<file path="config.mk">
export PLATFORM = sky130hd
export DESIGN_NAME = udp_receive_checker_top
export DESIGN_NICKNAME = d
export VERILOG_FILES = /design/src/design/urc_pkg.sv /design/src/design/urc_front.sv /design/src/design/urc_queue.sv /design/src/design/urc_back.sv /design/src/design/udp_receive_checker_top.sv
export SDC_FILE = /design/constraint.sdc
export NUM_CORES = 1
export LEC_CHECK = 0
export BUFFER_PORTS_ARGS = -buffer_cell sky130_fd_sc_hd__buf_2
export CAP_MARGIN = 20
export CORE_UTILIZATION = 55
export DETAILED_ROUTE_END_ITERATION = 7
export HOLD_SLACK_MARGIN = 0.06
export MAX_ROUTING_LAYER = met4
export PLACE_DENSITY = 0.83
export SLEW_MARGIN = 30
export SYNTH_ARGS = -nofsm -noshare
export SYNTH_HDL_FRONTEND = slang
export SYNTH_SLANG_ARGS = --single-unit
</file>
<file path="constraint.sdc">
create_clock -name clk -period 14.4 [get_ports clk]
set_clock_uncertainty 0.1 [all_clocks]
set_input_delay 0.72 -clock clk [delete_from_list [all_inputs] [get_ports clk]]
set_output_delay 0.72 -clock clk [all_outputs]
set_load 0.1 [all_outputs]
</file>
<file path="src/design/urc_pkg.sv">
// shared types and constants for the udp receive checker
// no dependencies; imported by every module of the block
`default_nettype none

package urc_pkg;

	localparam int unsigned URC_QUEUE_DEPTH   = 4;
	localparam logic [15:0] URC_MAX_LEN_RESET = 16'd1008;
	localparam logic [14:0] URC_INDEX_LIMIT   = 15'h7fff;
	localparam logic [3:0]  URC_MIN_IHL       = 4'd5;
	localparam logic [15:0] URC_UDP_HDR_BYTES = 16'd8;
	localparam logic [15:0] URC_ALL_ONES      = 16'hffff;
	localparam logic [15:0] URC_HIGH_BYTE     = 16'hff00;
	localparam logic [15:0] URC_LOW_BYTE      = 16'h00ff;

	// what the back end does with one packet word
	typedef enum logic [3:0] {
		OP_NONE,
		OP_START,
		OP_PROTO,
		OP_SRC_HI,
		OP_SRC_LO,
		OP_DST_HI,
		OP_DST_LO,
		OP_SPORT,
		OP_DPORT,
		OP_ULEN,
		OP_CSUM,
		OP_ADD,
		OP_ADD_HI
	} urc_op_t;

	typedef enum logic [1:0] {
		VERDICT_OK       = 2'd0,
		VERDICT_MISMATCH = 2'd1,
		VERDICT_DISCARD  = 2'd2
	} urc_verdict_t;

	// classified item passed from front to back
	typedef struct packed {
		urc_op_t     op;
		logic [15:0] word;
		logic        last;
		logic [15:0] dlen;
	} urc_item_t;

	// header fields captured for one packet
	typedef struct packed {
		logic [31:0] src;
		logic [31:0] dst;
		logic [15:0] sport;
		logic [15:0] dport;
		logic [15:0] ulen;
		logic [15:0] csum;
	} urc_fields_t;

endpackage

`default_nettype wire

</file>
<file path="src/design/urc_front.sv">
// front end: tracks word position in the packet and classifies each item
// depends on urc_pkg
`default_nettype none

module urc_front (
	input  wire                 clk,
	input  wire                 arst_n,
	input  wire  [15:0]         packet_word,
	input  wire                 last_word,
	input  wire                 in_valid,
	output logic                in_ready,
	output urc_pkg::urc_item_t  push_item,
	output logic                push_valid,
	input  wire                 push_ready
);
	import urc_pkg::*;

	logic [14:0] idx_q;
	logic [3:0]  hw_q;
	logic [15:0] dlen_q;

	logic        accept;
	logic [3:0]  ihl;
	logic [3:0]  hw_nx;
	logic [15:0] dlen_nx;
	logic [14:0] idx_nx;
	logic [4:0]  udp_start;
	logic [15:0] hdr_bytes;
	logic [14:0] k;
	logic [15:0] odd_byte;
	urc_op_t     op;

	assign in_ready   = push_ready;
	assign push_valid = in_valid;
	assign accept     = in_valid && push_ready;

	assign ihl       = packet_word[11:8];
	assign udp_start = {hw_q, 1'b0};
	assign hdr_bytes = {10'd0, hw_q, 2'b00};
	assign k         = idx_q - {10'd0, udp_start};
	// offset of the second byte of data word k within the udp part
	assign odd_byte  = {k, 1'b1};

	always_comb begin
		op      = OP_NONE;
		hw_nx   = hw_q;
		dlen_nx = dlen_q;
		unique case (idx_q)
			15'd0: begin
				op      = OP_START;
				hw_nx   = (ihl < URC_MIN_IHL) ? URC_MIN_IHL : ihl;
				dlen_nx = '0;
			end
			15'd1: begin
				dlen_nx = (packet_word >= hdr_bytes) ? (packet_word - hdr_bytes) : '0;
			end
			15'd4: op = OP_PROTO;
			15'd6: op = OP_SRC_HI;
			15'd7: op = OP_SRC_LO;
			15'd8: op = OP_DST_HI;
			15'd9: op = OP_DST_LO;
			default: begin
				if (idx_q >= {10'd0, udp_start} && idx_q != URC_INDEX_LIMIT) begin
					unique case (k)
						15'd0: op = OP_SPORT;
						15'd1: op = OP_DPORT;
						15'd2: op = OP_ULEN;
						15'd3: op = OP_CSUM;
						default: begin
							if (odd_byte < dlen_q) begin
								op = OP_ADD;
							end else if (odd_byte == dlen_q) begin
								op = OP_ADD_HI;
							end
						end
					endcase
				end
			end
		endcase
	end

	always_comb begin
		if (last_word) begin
			idx_nx = '0;
		end else if (idx_q != URC_INDEX_LIMIT) begin
			idx_nx = idx_q + 15'd1;
		end else begin
			idx_nx = idx_q;
		end
	end

	always_comb begin
		push_item.op   = op;
		push_item.word = packet_word;
		push_item.last = last_word;
		push_item.dlen = dlen_nx;
	end

	always_ff @(posedge clk or negedge arst_n) begin
		if (!arst_n) begin
			idx_q  <= '0;
			hw_q   <= '0;
			dlen_q <= '0;
		end else if (accept) begin
			idx_q  <= idx_nx;
			hw_q   <= hw_nx;
			dlen_q <= dlen_nx;
		end
	end

endmodule

`default_nettype wire

</file>
<file path="src/design/urc_queue.sv">
// short fifo of classified items between front and back
// depends on urc_pkg
`default_nettype none

module urc_queue #(
	parameter int unsigned Depth = urc_pkg::URC_QUEUE_DEPTH
) (
	input  wire                 clk,
	input  wire                 arst_n,
	input  urc_pkg::urc_item_t  push_item,
	input  wire                 push_valid,
	output logic                push_ready,
	output urc_pkg::urc_item_t  pop_item,
	output logic                pop_valid,
	input  wire                 pop_ready
);
	import urc_pkg::*;

	localparam int unsigned PtrW = (Depth > 1) ? $clog2(Depth) : 1;
	localparam int unsigned CntW = $clog2(Depth + 1);
	localparam logic [PtrW-1:0] LastPtr = PtrW'(Depth - 1);
	localparam logic [CntW-1:0] Full    = CntW'(Depth);

	urc_item_t       mem_q [Depth];
	logic [PtrW-1:0] wr_ptr_q;
	logic [PtrW-1:0] rd_ptr_q;
	logic [CntW-1:0] count_q;
	logic            do_push;
	logic            do_pop;

	assign push_ready = (count_q != Full);
	assign pop_valid  = (count_q != '0);
	assign pop_item   = mem_q[rd_ptr_q];
	assign do_push    = push_valid && push_ready;
	assign do_pop     = pop_valid && pop_ready;

	always_ff @(posedge clk) begin
		if (do_push) begin
			mem_q[wr_ptr_q] <= push_item;
		end
	end

	always_ff @(posedge clk or negedge arst_n) begin
		if (!arst_n) begin
			wr_ptr_q <= '0;
			rd_ptr_q <= '0;
			count_q  <= '0;
		end else begin
			if (do_push) begin
				wr_ptr_q <= (wr_ptr_q == LastPtr) ? '0 : wr_ptr_q + PtrW'(1);
			end
			if (do_pop) begin
				rd_ptr_q <= (rd_ptr_q == LastPtr) ? '0 : rd_ptr_q + PtrW'(1);
			end
			if (do_push && !do_pop) begin
				count_q <= count_q + CntW'(1);
			end else if (do_pop && !do_push) begin
				count_q <= count_q - CntW'(1);
			end
		end
	end

endmodule

`default_nettype wire

</file>
<file path="src/design/urc_back.sv">
// back end: captures fields, accumulates the checksum, and forms the verdict
// depends on urc_pkg
`default_nettype none

module urc_back (
	input  wire                 clk,
	input  wire                 arst_n,
	input  urc_pkg::urc_item_t  pop_item,
	input  wire                 pop_valid,
	output logic                pop_ready,
	input  wire  [15:0]         max_udp_length,
	output logic [31:0]         source_address,
	output logic [31:0]         dest_address,
	output logic [15:0]         source_port,
	output logic [15:0]         dest_port,
	output logic [15:0]         payload_length,
	output logic [15:0]         computed_sum,
	output logic [1:0]          verdict,
	output logic                out_valid,
	input  wire                 out_ready
);
	import urc_pkg::*;

	urc_fields_t  fld_q;
	logic [31:0]  sum_q;
	urc_fields_t  fld_nx;
	logic [31:0]  sum_nx;
	logic [15:0]  addend;
	logic         take;
	logic         en_s1;
	logic         en_s2;
	logic         en_s3;

	logic         v_s1;
	urc_fields_t  fld_s1;
	logic [31:0]  sum_s1;
	logic [15:0]  dlen_s1;

	logic         v_s2;
	urc_fields_t  fld_s2;
	logic [31:0]  tot_s2;

	logic         v_s3;
	logic [16:0]  fold1;
	logic [15:0]  fold2;
	logic [15:0]  cs;
	urc_verdict_t vd;

	logic [31:0]  src_s3;
	logic [31:0]  dst_s3;
	logic [15:0]  sport_s3;
	logic [15:0]  dport_s3;
	logic [15:0]  plen_s3;
	logic [15:0]  cs_s3;
	urc_verdict_t vd_s3;

	assign en_s3     = !v_s3 || out_ready;
	assign en_s2     = !v_s2 || en_s3;
	assign en_s1     = !v_s1 || en_s2;
	// a last item needs room in the result pipe, others always flow
	assign pop_ready = !pop_item.last || en_s1;
	assign take      = pop_valid && pop_ready;

	always_comb begin
		fld_nx = fld_q;
		addend = '0;
		unique case (pop_item.op)
			OP_START: fld_nx = '0;
			OP_PROTO: addend = pop_item.word & URC_LOW_BYTE;
			OP_SRC_HI: begin
				fld_nx.src[31:16] = pop_item.word;
				addend            = pop_item.word;
			end
			OP_SRC_LO: begin
				fld_nx.src[15:0] = pop_item.word;
				addend           = pop_item.word;
			end
			OP_DST_HI: begin
				fld_nx.dst[31:16] = pop_item.word;
				addend            = pop_item.word;
			end
			OP_DST_LO: begin
				fld_nx.dst[15:0] = pop_item.word;
				addend           = pop_item.word;
			end
			OP_SPORT: begin
				fld_nx.sport = pop_item.word;
				addend       = pop_item.word;
			end
			OP_DPORT: begin
				fld_nx.dport = pop_item.word;
				addend       = pop_item.word;
			end
			OP_ULEN: begin
				fld_nx.ulen = pop_item.word;
				addend      = pop_item.word;
			end
			OP_CSUM: fld_nx.csum = pop_item.word;
			OP_ADD: addend = pop_item.word;
			OP_ADD_HI: addend = pop_item.word & URC_HIGH_BYTE;
			default: addend = '0;
		endcase
		sum_nx = (pop_item.op == OP_START) ? '0 : (sum_q + {16'd0, addend});
	end

	always_ff @(posedge clk or negedge arst_n) begin
		if (!arst_n) begin
			fld_q <= '0;
			sum_q <= '0;
		end else if (take) begin
			fld_q <= fld_nx;
			sum_q <= sum_nx;
		end
	end

	// result pipe: snapshot, add pseudo header length, fold and judge
	always_ff @(posedge clk or negedge arst_n) begin
		if (!arst_n) begin
			v_s1 <= 1'b0;
			v_s2 <= 1'b0;
			v_s3 <= 1'b0;
		end else begin
			if (en_s1) begin
				v_s1 <= take && pop_item.last;
			end
			if (en_s2) begin
				v_s2 <= v_s1;
			end
			if (en_s3) begin
				v_s3 <= v_s2;
			end
		end
	end

	always_ff @(posedge clk) begin
		if (en_s1) begin
			fld_s1  <= fld_nx;
			sum_s1  <= sum_nx;
			dlen_s1 <= pop_item.dlen;
		end
		if (en_s2) begin
			fld_s2 <= fld_s1;
			tot_s2 <= sum_s1 + {16'd0, dlen_s1};
		end
	end

	always_comb begin
		fold1 = {1'b0, tot_s2[15:0]} + {1'b0, tot_s2[31:16]};
		fold2 = fold1[15:0] + {15'd0, fold1[16]};
		cs    = ~fold2;
		if (cs == '0) begin
			cs = URC_ALL_ONES;
		end
		if (fld_s2.ulen > max_udp_length) begin
			vd = VERDICT_DISCARD;
		end else if (fld_s2.csum != '0 && cs != fld_s2.csum) begin
			vd = VERDICT_MISMATCH;
		end else begin
			vd = VERDICT_OK;
		end
	end

	always_ff @(posedge clk) begin
		if (en_s3) begin
			src_s3   <= fld_s2.src;
			dst_s3   <= fld_s2.dst;
			sport_s3 <= fld_s2.sport;
			dport_s3 <= fld_s2.dport;
			plen_s3  <= (fld_s2.ulen > URC_UDP_HDR_BYTES) ?
				(fld_s2.ulen - URC_UDP_HDR_BYTES) : '0;
			cs_s3    <= cs;
			vd_s3    <= vd;
		end
	end

	assign out_valid      = v_s3;
	assign source_address = src_s3;
	assign dest_address   = dst_s3;
	assign source_port    = sport_s3;
	assign dest_port      = dport_s3;
	assign payload_length = plen_s3;
	assign computed_sum   = cs_s3;
	assign verdict        = vd_s3;

endmodule

`default_nettype wire

</file>
<file path="src/design/udp_receive_checker_top.sv">
// top level of the udp receive checker: config register, front, queue, back
// depends on urc_pkg, urc_front, urc_queue, urc_back
//
//  channel   signals                                   direction
//  -------   ---------------------------------------   ---------
//  in        in_valid/in_ready, packet_word, last_word  input
//  cfg       cfg_wr_en, cfg_wr_data (max_udp_length)    input
//  out       out_valid/out_ready, address, port, sum,   output
//            payload_length, verdict fields
//
// one packet word is taken per cycle while the queue has room; the back end also
// retires one item per cycle while a last item finds room in the result stages,
// so throughput is one word per clock while the output is not stalled. a result
// passes the snapshot, length add, and fold and compare stages, each registered.
// output stalls back up through the result stages, then the queue, then in_ready.
// reset clears all control state and loads max_udp_length with 1008.
`default_nettype none

module udp_receive_checker_top #(
	parameter int unsigned QueueDepth = urc_pkg::URC_QUEUE_DEPTH
) (
	input  wire         clk,
	input  wire         arst_n,
	input  wire  [15:0] packet_word,
	input  wire         last_word,
	input  wire         in_valid,
	output logic        in_ready,
	input  wire         cfg_wr_en,
	input  wire  [15:0] cfg_wr_data,
	output logic [31:0] source_address,
	output logic [31:0] dest_address,
	output logic [15:0] source_port,
	output logic [15:0] dest_port,
	output logic [15:0] payload_length,
	output logic [15:0] computed_sum,
	output logic [1:0]  verdict,
	output logic        out_valid,
	input  wire         out_ready
);
	import urc_pkg::*;

	logic [15:0] max_len_q;
	urc_item_t   push_item;
	logic        push_valid;
	logic        push_ready;
	urc_item_t   pop_item;
	logic        pop_valid;
	logic        pop_ready;

	always_ff @(posedge clk or negedge arst_n) begin
		if (!arst_n) begin
			max_len_q <= URC_MAX_LEN_RESET;
		end else if (cfg_wr_en) begin
			max_len_q <= cfg_wr_data;
		end
	end

	urc_front u_front (
		.clk         (clk),
		.arst_n      (arst_n),
		.packet_word (packet_word),
		.last_word   (last_word),
		.in_valid    (in_valid),
		.in_ready    (in_ready),
		.push_item   (push_item),
		.push_valid  (push_valid),
		.push_ready  (push_ready)
	);

	urc_queue #(
		.Depth (QueueDepth)
	) u_queue (
		.clk        (clk),
		.arst_n     (arst_n),
		.push_item  (push_item),
		.push_valid (push_valid),
		.push_ready (push_ready),
		.pop_item   (pop_item),
		.pop_valid  (pop_valid),
		.pop_ready  (pop_ready)
	);

	urc_back u_back (
		.clk            (clk),
		.arst_n         (arst_n),
		.pop_item       (pop_item),
		.pop_valid      (pop_valid),
		.pop_ready      (pop_ready),
		.max_udp_length (max_len_q),
		.source_address (source_address),
		.dest_address   (dest_address),
		.source_port    (source_port),
		.dest_port      (dest_port),
		.payload_length (payload_length),
		.computed_sum   (computed_sum),
		.verdict        (verdict),
		.out_valid      (out_valid),
		.out_ready      (out_ready)
	);

endmodule

`default_nettype wire
</file>
==> flow_summary.toml, run 1 <==
[run_status]
run_status = "complete, no violations"

[clock_tree]
post-cts-setup-buffer-count = 0
htree_levels = 3
clock_latency_ns = 0.63
path_clk_slew_ns = 0.07
cts_max_path_buffers = 3
cts-root-buf = "clkbuf_16"
ctsHoldBuffers = 1
cts_tree = "yes"
ctsResizeCount = 0
cts_inserted_buffers = 81
cts.sinks = 835

[yosys]
yosys.area.top_type_share = 0.517
synth_area_um2 = 35600
synthCells = 2726
yosysSeqAreaShare = 0.673
syn-num-nets = 2870
synth-async-reset-ratio = 0.265
syn_avg_cell_area_um2 = 13.1
synth_cell_types = 84
synthTopCellsByArea = "edfxtp_1 (52%), dfrtp_1 (15%), nand2_1 (5.7%)"
synth_edf_count = 614
synth_largest_area_cell = "edfxtp_1"
yosysWarnings = 0
synth-main-ff-cell = "edfxtp_1"
synth-seq-cells = 835

[die]
start_util = 0.561
die_y_um = 257
core_um2 = 63500
ios = 170
rows = 92
die_area_um2 = 65800
die_x_um = 257

[sta]
fin_crit_ns = 6.32
setup_violations = 0
rsz0062_at_grt = "false"
tightest_slew_ns = 1.01
min_period_over_period = 0.439
slew_violations = 0
tns_ns = 0
hold_viol = 0
maxSlewHeadroom = 0.321
max_freq_mhz = 158

[final_layout]
antennaDiodeCount = 0
drive_gt1_frac = 0.143
final_area_um2 = 40200
fin_nets = 3048
stdcell_count = 3815
area_delta_synth_final_pct = 12.7

[routing]
num_vias = 23200
wirelength_um = 81900
ant_nets = 0
met2WireLength_um = 40700
wl_met1_um = 31900
viasPerCell = 6.07
wl_per_cell_um = 21.5
maxUsedRoutingLayer = "met4"
drc_errors = 0
wl_met3_um = 6260
first_pass_iters = 6
drt-initial-drc-count = 2333

[worst_setup_path]
cp-end-kind = "register"
required_ns = 14.66
crit_family = "compound AO/OA/AOI/OAI gates"
path_class = "register to register"
slowest_stage = "o31ai_1"
start_kind = "register"
arrival_ns = 6.58
path_max_fanout = 38
crit_top_cell = "a21oi_1"
critical_path_buf_inv_count = 2
crit_chain = "buf_4 -> mux4_2 -> nand2b_1 -> inv_1 -> o21ai_0 -> o21ai_1 -> nor2_1 -> ha_1 -> a21o_1 -> a21oi_1 -> o21bai_1 -> a21oi_1 -> o21bai_1 -> a21oi_1 -> o21bai_1 -> a2111oi_1 -> nor3_1 -> o31ai_1 -> or3_1 -> a21oi_1"
slowest_delay_ns = 0.69

[global_route]
gr-total-overflow = 0
grt_pass1_wl_um = 127000
first_global_vias = 23000
track_usage = 0.255
antenna_found_initial = 2
grt_start_max_net_pins = 113

[placement]
portBuffers = 169
dp_hpwl_um = 51200
placedCellCount = 3665
gp_congestion = 0.900
place_area_um2 = 37400

[flow_run]
max_cap_viol_count = 0

[worst_hold_path]
hp-class = "primary input to register"
[layer usage]
metal  global-route usage  vias up
li1                     -    10300
met1                0.320    11500
met2                0.416     1172
met3               0.0460      227
met4               0.0939        0
met5                    -        -
[final timing paths]
check | startpoint | endpoint | slack (ns) | cells past startpoint
max in group asynchronous | arst_n | u_queue.wr_ptr_q[1] | 12.34 | 3
min in group asynchronous | arst_n | max_len_q[15] | 0.58 | 2
min reg2reg | u_back.fld_s2[74] | u_back.dest_address[10] | 0.31 | 0
max | u_queue.rd_ptr_q[0] | u_back.sum_s1[25] | 8.08 | 20
min | cfg_wr_data[12] | max_len_q[12] | 0.21 | 3
max reg2reg | u_queue.rd_ptr_q[0] | u_back.sum_s1[25] | 8.08 | 20
[Yosys cell counts, types with 24 or more instances]
| master | number |
|---|---|
| nand4_1 | 27 |
| clkbuf_1 | 87 |
| xor2_1 | 47 |
| edfxtp_1 | 614 |
| nand3_1 | 45 |
| ha_1 | 100 |
| xnor2_1 | 67 |
| and3_1 | 24 |
| inv_1 | 104 |
| o31ai_1 | 27 |
| dfrtp_1 | 215 |
| nor2_1 | 144 |
| o21ai_0 | 112 |
| nand2_1 | 540 |
| mux4_2 | 37 |
| a21oi_1 | 65 |
| a22o_1 | 131 |
| nor3_1 | 31 |
[area by class of cell]
type	instances	area, um^2
clock buffers	98	2150
clock inverters	50	546
fillers	4392	23400
inverters	106	410
multi-input cells	1686	11000
flip-flops and latches	835	24000
well taps	846	1060
repair buffers	194	1080
[layout by cell type, fill, tap and decap left out, types with 67 or more instances in the layout]
cell type,synthesis,layout
dfrtp_1,215,214
clkbuf_16,0,83
nand2_1,540,539
edfxtp_1,614,614
o21ai_0,112,112
a22o_1,131,131
buf_2,2,168
inv_1,104,102
xnor2_1,67,67
ha_1,100,100
nor2_1,144,135
[worst register-to-register path: stages (launching register included)]
cell and delay (ns):
dfrtp_2 0.41, buf_4 0.60, mux4_2 0.66, nand2b_1 0.22, inv_1 0.07, o21ai_0 0.07
o21ai_1 0.33, nor2_1 0.18, ha_1 0.32, a21o_1 0.18, a21oi_1 0.21, o21bai_1 0.09
a21oi_1 0.23, o21bai_1 0.09, a21oi_1 0.23, o21bai_1 0.12, a2111oi_1 0.67, nor3_1 0.32
o31ai_1 0.69, or3_1 0.20, a21oi_1 0.07
[sequential cells by signal, summed over array words and instances, names as in the netlist, 2 cells and up]
signal,flops
u_back.sum_s1,32
u_back.fld_q,128
max_len_q,16
u_queue.count_q,3
u_front.dlen_q,16
u_back.dest_port,16
u_back.sum_q,32
u_queue.mem_q,148
u_front.idx_q,15
u_front.hw_q,4
u_back.source_address,32
u_back.computed_sum,16
u_back.dlen_s1,16
u_queue.wr_ptr_q,2
u_back.source_port,16
u_back.dest_address,32
u_back.fld_s1,128
u_back.verdict,2
u_back.tot_s2,32
u_back.payload_length,16
u_back.fld_s2,128
u_queue.rd_ptr_q,2
[cells by family (layout without fill, tap and decap cells)]
kind of cell	count (synthesis)	after routing	share of synthesized area
AOI/OAI and AO/OA	468	468	0.0926
xor gates and xnor gates	117	117	0.0297
adders and majority gates	106	106	0.0385
buffers and inverters	205	448	0.0217
DFF	835	835	0.673
muxes	47	47	0.0265
and+or+nand+nor	948	948	0.118
[through the flow]
stage          setup WS (ns)  hold slack [ns]   util
2_1_floorplan           8.97            0.300      -
3_3_place_gp            8.36            0.301  0.589
3_5_place_dp            8.16            0.305  0.589
4_1_cts                 8.15            0.194  0.632
5_1_grt                 7.68            0.204  0.632
6_report                8.08            0.213  0.632
Power of run 1 is not shown: default switching activity piles up to over one toggle a cycle in this logic, so the estimate is an artifact.
==> run 2, diff against run 1 <==
==> constraint.sdc (replaced) <==
create_clock -name clk -period 6.2 [get_ports clk]
set_clock_uncertainty 0.1 [all_clocks]
set_input_delay 0.31 -clock clk [delete_from_list [all_inputs] [get_ports clk]]
set_output_delay 0.31 -clock clk [all_outputs]
set_load 0.1 [all_outputs]
==> flow_summary.toml, run 2 (synthesis results as in run 1) <==
[clock_tree]
cts_tree = "yes"
cts.sinks = 835
cts-root-buf = "clkbuf_16"
path_clk_slew_ns = 0.06
cts_inserted_buffers = 79
htree_levels = 3
clock_latency_ns = 0.63
post-cts-setup-buffer-count = 0
cts_max_path_buffers = 3

[routing]
first_pass_iters = 6
wl_per_cell_um = 21.7
wirelength_um = 84000
drt-initial-drc-count = 2477
viasPerCell = 6.05
drc_errors = 0
num_vias = 23400
ant_nets = 0

[sta]
maxSlewHeadroom = 0.322
min_period_over_period = 0.944
tightest_slew_ns = 1.01
setup_violations = 0
slew_violations = 0
hold_viol = 0
max_freq_mhz = 171
tns_ns = 0
rsz0062_at_grt = "false"
whs_ns = 0.0777
fin_crit_ns = 5.85

[final_layout]
largest_reg_flops = 148
mostFrequentLayoutCells = "edfxtp_1 (614), nand2_1 (539), dfrtp_1 (214)"
layout_commonest_cell = "edfxtp_1"
stdcell_count = 3869
drive_gt1_frac = 0.143
antennaDiodeCount = 0
area_delta_synth_final_pct = 14.2
largest-register = "u_queue.mem_q"
fin_nets = 3100

[die]
start_util = 0.561
rows = 92
core_um2 = 63500
die_y_um = 257
die_area_um2 = 65800
die_x_um = 257
ios = 170

[placement]
portBuffers = 169
gp_congestion = 0.908
placedCellCount = 3671
dp_hpwl_um = 51300

[worst_setup_path]
path_class = "register to register"
slowest_delay_ns = 0.78
path_max_fanout = 8
cp-end-kind = "register"
arrival_ns = 6.12
start_kind = "register"
crit_chain = "mux4_2 -> nand2b_1 -> inv_1 -> o21ai_0 -> o21ai_1 -> buf_4 -> nor2_1 -> ha_1 -> a21o_1 -> a21oi_1 -> o21bai_1 -> a21oi_1 -> o21bai_1 -> a21oi_1 -> o21bai_1 -> a2111oi_1 -> nor3_1 -> o311ai_0 -> xnor2_1 -> nor2_1"
required_ns = 6.47
slowest_stage = "a2111oi_1"

[run_status]
run_status = "complete, no violations"

[global_route]
track_usage = 0.264
grt_pass1_wl_um = 131000
first_global_vias = 23500
antenna_found_initial = 3
grt_start_max_net_pins = 162
gr-total-overflow = 0

[worst_hold_path]
hp-class = "primary input to register"

[flow_run]
max_cap_viol_count = 0
==> run 2: cell types whose count changed in the layout (fill, tap and decap cells not counted), moves of 2 or more <==
cell / previous run / this run
buf_4: 19 / 27
clkinv_1: 8 / 6
clkinv_2: 19 / 15
clkinvlp_4: 6 / 4
bufinv_16: 10 / 7
clkbuf_8: 2 / 12
dlygate4sd3_1: 1 / 49
clkbuf_16: 83 / 81
buf_6: 4 / 1
==> run 2: layout make-up <==
cell class | instances | area (um^2)
clock buffer | 107 | 2240
inverter | 106 | 408
sequential | 835 | 24000
timing repair buffer | 248 | 1610
fill | 4286 | 22800
multi-input combinational | 1686 | 11000
tap | 846 | 1060
clock inverter | 41 | 454
==> run 2: path summary, 6_finish.rpt <==
path / cells after the start / start / slack [ns] / endpoint
max: 20 / u_queue.rd_ptr_q[0] / 0.35 / u_back.sum_s1[27]
min: 3 / cfg_wr_en / 0.08 / max_len_q[3]
max reg2reg: 20 / u_queue.rd_ptr_q[0] / 0.35 / u_back.sum_s1[27]
min reg2reg: 0 / u_back.fld_s1[120] / 0.31 / u_back.fld_s2[120]
max in group asynchronous: 4 / arst_n / 4.53 / u_front.dlen_q[6]
min in group asynchronous: 2 / arst_n / 0.13 / max_len_q[13]
==> run 2: per-layer routing <==
metal	global-route usage	routed length, um	vias to the layer above
met5	-	0	-
met1	0.331	32300	11500
met2	0.435	42100	1205
met3	0.0444	6590	239
li1	-	-	10400
met4	0.0903	2980	0
==> run 2: critical path: cells and delay by family (launching register included) <==
| family | cells | cell delay [ns] |
|---|---|---|
| muxes | 1 | 0.59 |
| and+or+nand+nor | 4 | 0.78 |
| adders and majority gates | 1 | 0.29 |
| AOI/OAI and AO/OA | 11 | 2.96 |
| buffers and inverters | 2 | 0.23 |
| xor gates and xnor gates | 1 | 0.19 |
| DFF | 1 | 0.46 |
==> run 2: per-stage QoR <==
step	instance area (um^2)	setup WS, ns	utilization
floorplan	35600	0.766	-
global placement	37500	0.396	0.589
detailed placement	37500	0.260	0.590
CTS	40700	0.242	0.640
global route	40700	0.0143	0.641
finish	40700	0.345	0.641
==> run 2: what timing repair did <==
item	in CTS	in global routing
resized for setup	0	3
hold buffers	49	0
setup endpoints to repair	0	1
endpoints found under the hold margin	149	0
Power of run 2 is left out for the same reason.
